`src/rtl/gpa_pkg.sv`:
```
// ----------------------------------------------------------------------------
// gpa_pkg
// Shared constants for the gimbal pointing angle pipeline: widths, stage
// counts, the CORDIC arctangent table and configuration register indexes.
// ----------------------------------------------------------------------------
`default_nettype none

package gpa_pkg;

  localparam int COORD_W       = 32;
  localparam int CORDIC_STAGES = 24;
  localparam int SQRT_STAGES   = 32;
  localparam int ANG_W         = 34;  // binary angle, 2^31 = 180 degrees
  localparam int VEC_W         = 64;  // CORDIC vector width
  localparam int ATIN_W        = 36;  // atan2 operand width
  localparam int ATAN_LAT      = 4 + CORDIC_STAGES;
  localparam int SPEC_DLY      = ATAN_LAT + 1;
  localparam int PIPE_DEPTH    = 3 + SQRT_STAGES + 2 + ATAN_LAT + 1;

  localparam logic signed [ANG_W-1:0] HALF_TURN = 34'sd2147483648;

  localparam logic [7:0] YAW_LIM   = 8'd180;
  localparam logic [7:0] PITCH_LIM = 8'd90;

  // Pitch codes for zero horizontal distance
  localparam logic signed [10:0] PITCH_UP   = 11'sd250;
  localparam logic signed [10:0] PITCH_DOWN = -11'sd900;
  localparam logic signed [10:0] PITCH_FLAT = 11'sd0;

  // Configuration register indexes
  localparam logic REG_HEIGHT = 1'b0;
  localparam logic REG_ARM    = 1'b1;

  // atan(2^-i) in binary angle units, rounded to nearest
  localparam logic signed [ANG_W-1:0] ATAN_LUT [32] = '{
    34'sd536870912, 34'sd316933406, 34'sd167458907, 34'sd85004756,
    34'sd42667331,  34'sd21354465,  34'sd10679838,  34'sd5340245,
    34'sd2670163,   34'sd1335087,   34'sd667544,    34'sd333772,
    34'sd166886,    34'sd83443,     34'sd41722,     34'sd20861,
    34'sd10430,     34'sd5215,      34'sd2608,      34'sd1304,
    34'sd652,       34'sd326,       34'sd163,       34'sd81,
    34'sd41,        34'sd20,        34'sd10,        34'sd5,
    34'sd3,         34'sd1,         34'sd1,         34'sd0
  };

endpackage

`default_nettype wire

```
`src/rtl/gpa_isqrt.sv`:
```
// ----------------------------------------------------------------------------
// gpa_isqrt
// Pipelined integer square root, one result bit per stage. Returns the
// floor root and the remainder.
// ----------------------------------------------------------------------------
`default_nettype none

module gpa_isqrt (
  input  wire logic        clk_i,
  input  wire logic        en_i,
  input  wire logic [63:0] rad_i,
  output logic      [63:0] root_o,
  output logic      [63:0] rem_o
);
  import gpa_pkg::*;

  logic [63:0] rem_q  [SQRT_STAGES];
  logic [63:0] root_q [SQRT_STAGES];

  for (genvar k = 0; k < SQRT_STAGES; k++) begin : g_stage
    logic [63:0] rem_in;
    logic [63:0] root_in;
    logic [63:0] bit_v;
    logic [63:0] trial;

    if (k == 0) begin : g_first
      assign rem_in  = rad_i;
      assign root_in = '0;
    end else begin : g_next
      assign rem_in  = rem_q[k-1];
      assign root_in = root_q[k-1];
    end

    assign bit_v = 64'd1 << (62 - 2*k);
    assign trial = root_in + bit_v;

    always_ff @(posedge clk_i) begin
      if (en_i) begin
        if (rem_in >= trial) begin
          rem_q[k]  <= rem_in - trial;
          root_q[k] <= (root_in >> 1) + bit_v;
        end else begin
          rem_q[k]  <= rem_in;
          root_q[k] <= root_in >> 1;
        end
      end
    end
  end

  assign root_o = root_q[SQRT_STAGES-1];
  assign rem_o  = rem_q[SQRT_STAGES-1];

endmodule

`default_nettype wire

```
`config.mk`:
```
export PLATFORM = sky130hd
export DESIGN_NAME = gpa_isqrt
export DESIGN_NICKNAME = d
export VERILOG_FILES = /design/src/rtl/gpa_pkg.sv /design/src/rtl/gpa_isqrt.sv
export SDC_FILE = /design/constraint.sdc
export NUM_CORES = 2
export LEC_CHECK = 0
export BUFFER_PORTS_ARGS = -buffer_cell sky130_fd_sc_hd__buf_4
export CORE_AREA = 2 2 654 656
export CTS_BUF_LIST = sky130_fd_sc_hd__clkbuf_8
export CTS_CLUSTER_DIAMETER = 100
export DETAILED_ROUTE_END_ITERATION = 6
export DIE_AREA = 0 0 656 658
export PLACE_DENSITY_LB_ADDON = 0.3
export SLEW_MARGIN = 20
export SYNTH_ARGS = -nofsm -noshare
export SYNTH_HDL_FRONTEND = slang
export SYNTH_SLANG_ARGS = --single-unit
```
`constraint.sdc`:
```
create_clock -name clk_i -period 4.8 [get_ports clk_i]
set_input_delay 0 -clock clk_i [delete_from_list [all_inputs] [get_ports clk_i]]
set_output_delay 0 -clock clk_i [all_outputs]
set_load 0.02 [all_outputs]
```
==> impl_metrics.csv <==
group,metric,value,unit
yosys,yosysMostFrequentCell,"edfxtp_1",
timing,timing.setup.tns,0,ns
global_routing,antenna_found_initial,2,
hold_path,min-delay-path-class,"in -> reg",
global_routing,globalRouteOverflowTotal,0,
yosys,synth_flop_cell,"edfxtp_1",
status,violations,"design-rule violations",
placement,dpl_cell_area,136000,um2
yosys,syn_area,127000,um2
power_and_ir_drop,ir_drop,257,uV
route,vias,82900,
timing,hold_viol,0,
timing,fin_crit_sh,98.9,%
global_routing,track_usage,15.2,%
yosys,yosysTopAreaCellShare,61.0,%
floorplanning,std_cell_rows,240,
final_layout,area_growth,13.8,%
critical_path,cp-end-kind,"register",
final_layout,drive_above_1_share,8.33,%
yosys,synth_area_per_cell,12.1,um2
timing,layout_setup_ws,0.0539,ns
clock_tree,clk_pin_slew,0.06,ns
yosys,ys_types,92,
timing,min_period,4.75,ns
placement,io_buffer_count,161,
yosys,ys_ff_latch,2576,
floorplanning,start_util,29.8,%
run,cap_viol_max_count,0,
final_layout,multi_input_area,45800,um2
route,drc,52,
timing,tightest_slew,1.20,ns
timing,finalSetupViolations,0,
floorplanning,design.core.area,425000,um2
critical_path,critPathMaxFanout,51,
status,status,"complete, but fails checks",
clock_tree,cts_tree,"yes",
floorplanning,die_y,658,um
placement,preCtsSetupSlack,0.116,ns
yosys,synth_cells,10500,
floorplanning,ioPinCount,194,
global_routing,grt_max_degree,191,
yosys,synth_top_area_cell,"edfxtp_1",
timing,drv_slew,0,
clock_tree,clk_path_buf_depth,4,
global_routing,grt_pass1_vias,84100,
final_layout,fin_util,33.9,%
timing,clock_skew,0.107,ns
route,dr.pass1.iters,7,
power_and_ir_drop,powerDensity,444,nW/um2
route,wl_per_cell,19.7,um
timing,rsz0062_at_grt,"false",
clock_tree,cts_root_buffer,"clkbuf_8",
timing,hold_slack,0.161,ns
route,drt_wl_total,337,mm
timing,max_freq,0.211,GHz
route,detail-route-antenna-nets,0,
final_layout,fillerInstances,42500,
critical_path,worstPathRequired,5.53,ns
placement,hpwlAfterDp,257,mm
clock_tree,h-tree-depth,5,
clock_tree,cts_made_buffers,418,
timing,slew-limit-headroom,18.8,%
critical_path,cp.arrival,5.48,ns
final_layout,finalNetCount,11700,
power_and_ir_drop,p_leak,53.1,nW
yosys,yosysSeqAreaShare,61.0,%
clock_tree,clk_latency,1.05,ns
clock_tree,postCtsSetupBuffers,0,
route,drt_iter0_drc,5537,
placement,gp_congestion,0.917,
floorplanning,dieArea,432000,um2
global_routing,grt_pass1_wl,508,mm
route,viasPerCell,4.85,
yosys,async_reset_ff_share,0,%
yosys,ys_top_cells_by_area,"edfxtp_1, ha_1, xnor2_1",
critical_path,crit_type,"reg -> reg",
yosys,yosysWarningCount,0,
yosys,synth_top_cells_by_count,"edfxtp_1, nand2_1, inv_1",
final_layout,seq_area,77400,um2
critical_path,cp-start-kind,"register",
floorplanning,die_x,656,um
clock_tree,clkSinkCount,2576,
final_layout,finalInstanceArea,144000,um2
yosys,synth_edf_count,2576,
layout by cell type (no fill, tap or decap), drive strengths merged, types with 146 or more instances in the layout:
cell    count
or3       146
nor4      385
nand4     191
edfxtp   2576
ha        560
nand3     197
clkinv    163
buf       329
a21oi     603
nor3      290
clkbuf    424
xnor2     486
nand2     787
xor2      465
nor2      648
o21ai     594
a21o      237
inv       834
layer usage:
| metal | vias up | track usage, % | share of wire, % |
|---|---|---|---|
| li1 | 40400 | - | - |
| met1 | 39900 | 15.4 | 36 |
| met2 | 1787 | 30.4 | 56 |
| met3 | 725 | 1.87 | 3.3 |
| met4 | 2 | 7.11 | 4.9 |
| met5 | - | 0 | 0.0039 |
state kept, by name, summed over array words and instances, names as in the netlist:
register	flops
rem_q	2048
root_q	528
cells by family (layout without fill, tap and decap cells):
kind of cell | Yosys count | after routing | share of synthesized area (%)
AOI/OAI and AO/OA | 2038 | 2038 | 9.95
other | 1 | 36 | 0.00296
adders and majority gates | 560 | 560 | 5.52
xor gates and xnor gates | 951 | 951 | 6.57
and+or+nand+nor | 3273 | 3273 | 13.3
buffers and inverters | 1000 | 1899 | 3.06
DFF | 2576 | 2576 | 61.0
muxes | 67 | 67 | 0.584
layout make-up:
type                            instances  share of cell area (%)
Inverter                              713                    1.85
Tap cell                             5687                    4.93
Antenna cell                            4                 0.00694
Timing Repair Buffer                  459                    2.75
Clock buffer                          424                    4.04
Clock inverter                        303                    1.04
Sequential cell                      2576                    53.6
Multi-Input combinational cell       6921                    31.8
power by group:
part           switching, mW  total [mW]  internal [mW]
clock                   8.71        17.3           8.64
combinational           9.47        15.7           6.20
sequential              2.41        31.0           28.6
total                   20.6        64.1           43.5
worst paths after layout:
| check | start | to | slack, ns | cells past startpoint |
|---|---|---|---|---|
| hold / removal | en_i | root_q[0][744] | 0.16 | 2 |
| setup reg to reg | rem_q[1][938] | rem_q[1][964] | 0.05 | 10 |
| hold reg to reg | rem_q[0][850] | rem_q[0][914] | 0.40 | 0 |
| setup / recovery | rem_q[1][938] | rem_q[1][964] | 0.05 | 10 |
stage by stage:
| stage | std cells | power [mW] |
|---|---|---|
| after floorplan | 10500 | 41.6 |
| after global placement | 16200 | 47.1 |
| after detailed placement | 16200 | 47.0 |
| after CTS | 17100 | 64.7 |
| after global routing | 17100 | 67.6 |
| final | 17100 | 64.1 |
repair_timing:
action                                 4_1_cts  5_1_grt
hold buffers                               131        0
endpoints found under the hold margin      674        0
setup endpoints to repair                    0        1
resized for setup                            0        1
worst max-delay path, cell delays in order (launching register included):
cell and delay [ns]:
edfxtp_1 0.44, or3_1 0.40, or4_1 0.48, or2_1 0.43, nor3_1 0.87, o311ai_1 0.47, buf_4 0.29, a221oi_4 0.24
buf_4 0.52, a211oi_1 0.10, a21o_1 0.18
Note: power is estimated with default switching activity, not from simulation.
