### src/rtl/gpa_pkg.sv
// ----------------------------------------------------------------------------
// gpa_pkg
// Shared constants for the gimbal pointing angle pipeline: widths, stage
// counts, the CORDIC arctangent table and configuration register indexes.
// ----------------------------------------------------------------------------
`default_nettype none

package gpa_pkg;

  localparam int COORD_W       = 32;
  localparam int CORDIC_STAGES = 24;
  localparam int SQRT_STAGES   = 32;
  localparam int ANG_W         = 34;  // binary angle, 2^31 = 180 degrees
  localparam int VEC_W         = 64;  // CORDIC vector width
  localparam int ATIN_W        = 36;  // atan2 operand width
  localparam int ATAN_LAT      = 4 + CORDIC_STAGES;
  localparam int SPEC_DLY      = ATAN_LAT + 1;
  localparam int PIPE_DEPTH    = 3 + SQRT_STAGES + 2 + ATAN_LAT + 1;

  localparam logic signed [ANG_W-1:0] HALF_TURN = 34'sd2147483648;

  localparam logic [7:0] YAW_LIM   = 8'd180;
  localparam logic [7:0] PITCH_LIM = 8'd90;

  // Pitch codes for zero horizontal distance
  localparam logic signed [10:0] PITCH_UP   = 11'sd250;
  localparam logic signed [10:0] PITCH_DOWN = -11'sd900;
  localparam logic signed [10:0] PITCH_FLAT = 11'sd0;

  // Configuration register indexes
  localparam logic REG_HEIGHT = 1'b0;
  localparam logic REG_ARM    = 1'b1;

  // atan(2^-i) in binary angle units, rounded to nearest
  localparam logic signed [ANG_W-1:0] ATAN_LUT [32] = '{
    34'sd536870912, 34'sd316933406, 34'sd167458907, 34'sd85004756,
    34'sd42667331,  34'sd21354465,  34'sd10679838,  34'sd5340245,
    34'sd2670163,   34'sd1335087,   34'sd667544,    34'sd333772,
    34'sd166886,    34'sd83443,     34'sd41722,     34'sd20861,
    34'sd10430,     34'sd5215,      34'sd2608,      34'sd1304,
    34'sd652,       34'sd326,       34'sd163,       34'sd81,
    34'sd41,        34'sd20,        34'sd10,        34'sd5,
    34'sd3,         34'sd1,         34'sd1,         34'sd0
  };

endpackage

`default_nettype wire

### src/rtl/gpa_deg.sv
// ----------------------------------------------------------------------------
// gpa_deg
// Binary angle to whole degrees times ten: registered scale by 180, then
// round, clamp, times ten and sign.
// ----------------------------------------------------------------------------
`default_nettype none

module gpa_deg (
  input  wire logic                             clk_i,
  input  wire logic                             en_i,
  input  wire logic signed [gpa_pkg::ANG_W-1:0] ang_i,
  input  wire logic        [7:0]                lim_i,
  output logic      signed [11:0]               tenths_o
);
  import gpa_pkg::*;

  logic [ANG_W-1:0] mag;
  logic [41:0]      prod_q;
  logic             neg_q;

  assign mag = ang_i[ANG_W-1] ? ANG_W'(-ang_i) : ANG_W'(ang_i);

  always_ff @(posedge clk_i) begin
    if (en_i) begin
      neg_q  <= ang_i[ANG_W-1];
      prod_q <= {{(42-ANG_W){1'b0}}, mag} * 42'd180 + (42'd1 << 30);
    end
  end

  logic [10:0] q;
  logic [7:0]  qc;
  logic [10:0] t;
  assign q  = prod_q[41:31];
  assign qc = (q > {3'b0, lim_i}) ? lim_i : q[7:0];
  assign t  = {3'b0, qc} * 11'd10;
  assign tenths_o = neg_q ? -$signed({1'b0, t}) : $signed({1'b0, t});

endmodule

`default_nettype wire

### config.mk
export PLATFORM = sky130hd
export DESIGN_NAME = gpa_deg
export DESIGN_NICKNAME = d
export VERILOG_FILES = /design/src/rtl/gpa_pkg.sv /design/src/rtl/gpa_deg.sv
export SDC_FILE = /design/constraint.sdc
export NUM_CORES = 1
export LEC_CHECK = 0
export BUFFER_PORTS_ARGS = -buffer_cell sky130_fd_sc_hd__buf_2
export CAP_MARGIN = 5
export CORE_ASPECT_RATIO = 1.1
export CORE_MARGIN = 3
export CORE_UTILIZATION = 29
export DETAILED_ROUTE_END_ITERATION = 7
export SYNTH_ARGS = -nofsm -noshare
export SYNTH_HDL_FRONTEND = slang
export SYNTH_SLANG_ARGS = --single-unit
### constraint.sdc
create_clock -name clk_i -period 16.9 [get_ports clk_i]
set_input_delay 3.38 -clock clk_i [delete_from_list [all_inputs] [get_ports clk_i]]
set_output_delay 3.38 -clock clk_i [all_outputs]
set_load 0.05 [all_outputs]
==> impl_results.md <==
- Final setup violating endpoints: 0
- Worst EP arrival: roughly 7.9 ns
- CP Class: primary input to primary output
- Outcome: finished clean
- Clock Sinks: 12
- First-pass iteration count of the detailed router: 4
- Post_cts resized: 0
- Drt first-iter violations: ~150
- Psw: 710 µW
- Switching share of power: a little under three fifths
- Power Dens Cells: ~190 mW/mm²
- Synth Warn #: 0
- Synth Area in Adders: 41.0%
- Die area: about 0.022 mm²
- CP endpoint kind: primary output
- I/O pin count: 56
- Post-route clock period utilization: 66.9%
- Post-CTS Setup Bufs: 0
- Yosys reg bits: 12
- Antenna violations before repair: 0
- Worst slew margin: 61.6%
- Mean Syn Cell Area: ~8 µm²
- Post-synthesis compound-gate area fraction: approximately 17%
- Die height: about 160 µm
- Via count: around 4800
- Vias in the first global route: between 4000 and 5000
- Ratio of cells with drive above 1 in the final layout: a little under a tenth
- Top flip-flop cell by instance count after synthesis: edfxtp_1
- Antenna cell count: 0
- Max-cap violations: 0
- Main combinational cell family by area after synthesis: adder cells
- Mux share of post-synthesis cell area: roughly 1.1%
- CTS root buffer: clkbuf_16
- Clock power frac: between 3 and 4%
- M1 WL: 6.14 mm
- Post-Synth Simple-Gate Area: 13.7%
- CTS Buffer Depth: 2
- Crit Path Max Fanout: 15
- Worst endpoint required time: 13.52 ns
- Largest net degree at the start of global routing: 36
- Cts hold-fix bufs: 0
- Crit path from: lim_i[1]
- WL met2: 5.64 mm
- Overall fraction of global-route tracks in use: approximately 11%
- Power share of the combinational group: between 90 and 100%
- Die Width: roughly 140 µm
- IO buf count: 54
- RSZ-0062 raised after global routing: false
- Synth Instances: 726
- Core area: 0.0199 mm²
- WL/cell: between 10 and 15 µm
- Total Power: about 1.2 mW
- Site row count: 54
- Antenna Violating Nets Remaining: 0
- Yosys cell types: 59
- Gr ovfl total: 0
- Post-Synth XOR/XNOR Area: around 10%
- Number of enable flip-flop cells after synthesis: 12
- DPL Wire Length: around 11 mm
- Post-synthesis sequential area ratio: under 10%
- Final #Nets: 977
- Post-route DRC: 0
- GPL Wtd Cong: 0.831
- Sequential share of power: 6.3%
- Synth async-reset ratio: 0%
- Synth Net Count: 930
- Clk pin slew, worst setup/hold paths: approximately 0.040 ns
- Synthesized area: roughly 0.0059 mm²
- FMAX: 88.5 MHz
- P_leak: roughly 3.2 nW
- Starting Density: about 30%
- Num CTS Buffers: 3
- Mean number of vias per cell: 4.67
- Hold Crit Class: primary input to flop
- Critical Path Start Type: primary input
- Final Critical Period: approximately 11 ns
- CTS tree: built
- FILL cells: approximately 2100
- Highest Signal Layer: met4
- Max Slew Vio Count: 0
- Setup crit end: tenths_o[10]
- Internal: 533 µW
- Routed WL: 12.1 mm
- Htree depth: 1
- Metal3 WL: ~260 µm
- Fin. Hold Viols: 0
- Area grow syn2layout: 10.5%
- Actual slew at the worst max-slew pin: 0.569 ns
- Maximum vdd drop: ~0.068 mV
- First-pass GRT wire length: ~21 mm
- Setup tns final: 0 ns
==> placed cells by master, fill, tap and decap left out, drive strengths merged, types with 6 or more instances in the layout <==
master  synthesis  final
a211oi          6      6
a21o           12     12
a21oi          43     43
and3            6      6
buf             1     55
edfxtp         12     12
fa             56     56
ha            104    104
inv           158    158
nand2          48     48
nand2b          8      8
nand3          14     14
nand4           9      9
nor2           23     23
nor3            8      8
o211ai         11     11
o21a            7      7
o21ai          35     35
o21bai          6      6
o31ai           9      9
o41ai           7      7
or3             8      8
xnor2          50     50
xor2           18     18
==> worst max-delay path, stage by stage <==
cell,delay (ns)
buf_2,0.09
inv_1,0.05
ha_1,0.30
nor2b_1,0.14
o21a_1,0.17
o21a_1,0.17
o21a_1,0.15
o21ai_0,0.14
nand2b_1,0.07
a21oi_1,0.15
o21a_1,0.44
o21ai_0,0.22
ha_1,0.32
ha_1,0.16
inv_1,0.06
fa_1,0.39
xor2_1,0.23
nand3b_1,0.12
nand2b_1,0.16
or2_2,0.30
o41ai_1,0.30
xor2_1,0.16
buf_2,0.27
==> registers in the layout, summed over array words and instances, names as in the netlist <==
signal / count
prod_q: 11
neg_q: 1
==> per-stage QoR <==
| stage | setup slack [ns] | instances | hold WS (ns) | cell area [µm²] | utilization (%) |
|---|---|---|---|---|---|
| 2_1_floorplan | 5.45 | 726 | 3.48 | 5910 | - |
| 3_3_place_gp | 5.67 | 1020 | 3.77 | 6450 | 32.4 |
| 3_5_place_dp | 5.60 | 1020 | 3.77 | 6450 | 32.4 |
| 4_1_cts | 5.58 | 1024 | 3.53 | 6530 | 32.7 |
| 5_1_grt | 5.10 | 1024 | 3.54 | 6530 | 32.7 |
| 6_report | 5.60 | 1024 | 3.53 | 6530 | 32.7 |
==> power groups by stage <==
stage / combinational (mW) / clock, mW / sequential (mW)
final: 1.12 / 0.0420 / 0.0782
after floorplan: 0.894 / 0 / 0.0729
after global routing: 1.28 / 0.0444 / 0.0796
after CTS: 1.13 / 0.0426 / 0.0782
after global placement: 1.11 / 0 / 0.0785
after detailed placement: 1.12 / 0 / 0.0784
==> kinds of logic (layout without fill, tap and decap cells) <==
kind of cell | Yosys count | after routing
adders and majority gates | 160 | 160
and+or+nand+nor | 154 | 154
DFF | 12 | 12
buffers and inverters | 171 | 217
muxes | 6 | 6
xor gates and xnor gates | 68 | 68
AOI/OAI and AO/OA | 154 | 154
other | 1 | 1
==> Yosys cell counts (all sizes together), types with 3 or more instances <==
| cell | count | area (µm²) |
|---|---|---|
| clkbuf | 12 | 45.0 |
| ha | 104 | 1300 |
| edfxtp | 12 | 360 |
| and3 | 6 | 37.5 |
| nor2b | 3 | 18.8 |
| a211oi | 6 | 45.0 |
| o41ai | 7 | 61.3 |
| o31ai | 9 | 86.3 |
| fa | 56 | 1120 |
| and2 | 5 | 31.3 |
| nor4 | 4 | 25.0 |
| o21bai | 6 | 45.0 |
| o21a | 7 | 52.6 |
| o211ai | 11 | 82.6 |
| and4 | 3 | 26.3 |
| or4 | 4 | 37.5 |
| xor2 | 18 | 158 |
| a21oi | 43 | 215 |
| nor2 | 23 | 86.3 |
| nand3 | 14 | 70.1 |
| or2 | 5 | 31.3 |
| nand2b | 8 | 50.1 |
| xnor2 | 50 | 438 |
| mux2 | 3 | 33.8 |
| or3 | 8 | 65.1 |
| nand4 | 9 | 56.3 |
| mux2i | 3 | 30.0 |
| nor3 | 8 | 40.0 |
| nand2 | 48 | 180 |
| a21o | 12 | 90.1 |
| o21ai | 35 | 175 |
| inv | 158 | 593 |
==> layer usage <==
metal / global-route usage [%] / vias up
met4: 1.65 / 0
met3: 0.184 / 2
li1: - / 2545
met5: 0 / -
met1: 15.4 / 2170
met2: 19.0 / 63
==> area by class of cell <==
cell class                      count  area, µm²  area share, %
Clock buffer                        3       75.1           1.15
Clock inverter                      1       3.75         0.0575
Inverter                          158        593           9.09
Multi-Input combinational cell    543       4900           75.1
Sequential cell                    12        360           5.52
Tap cell                          252        315           4.83
Timing Repair Buffer               55        278           4.26
==> worst min path at each step <==
stage / depth (start not counted) / start / slack [ns] / to
floorplan: 0 / ang_i[33] / 3.48 / neg_q
global placement: 1 / en_i / 3.77 / prod_q[41]
detailed placement: 1 / en_i / 3.77 / prod_q[41]
CTS: 1 / en_i / 3.53 / prod_q[41]
global route: 1 / en_i / 3.54 / prod_q[33]
finish: 1 / en_i / 3.53 / prod_q[41]
Note: power is estimated with default switching activity, not from simulation.
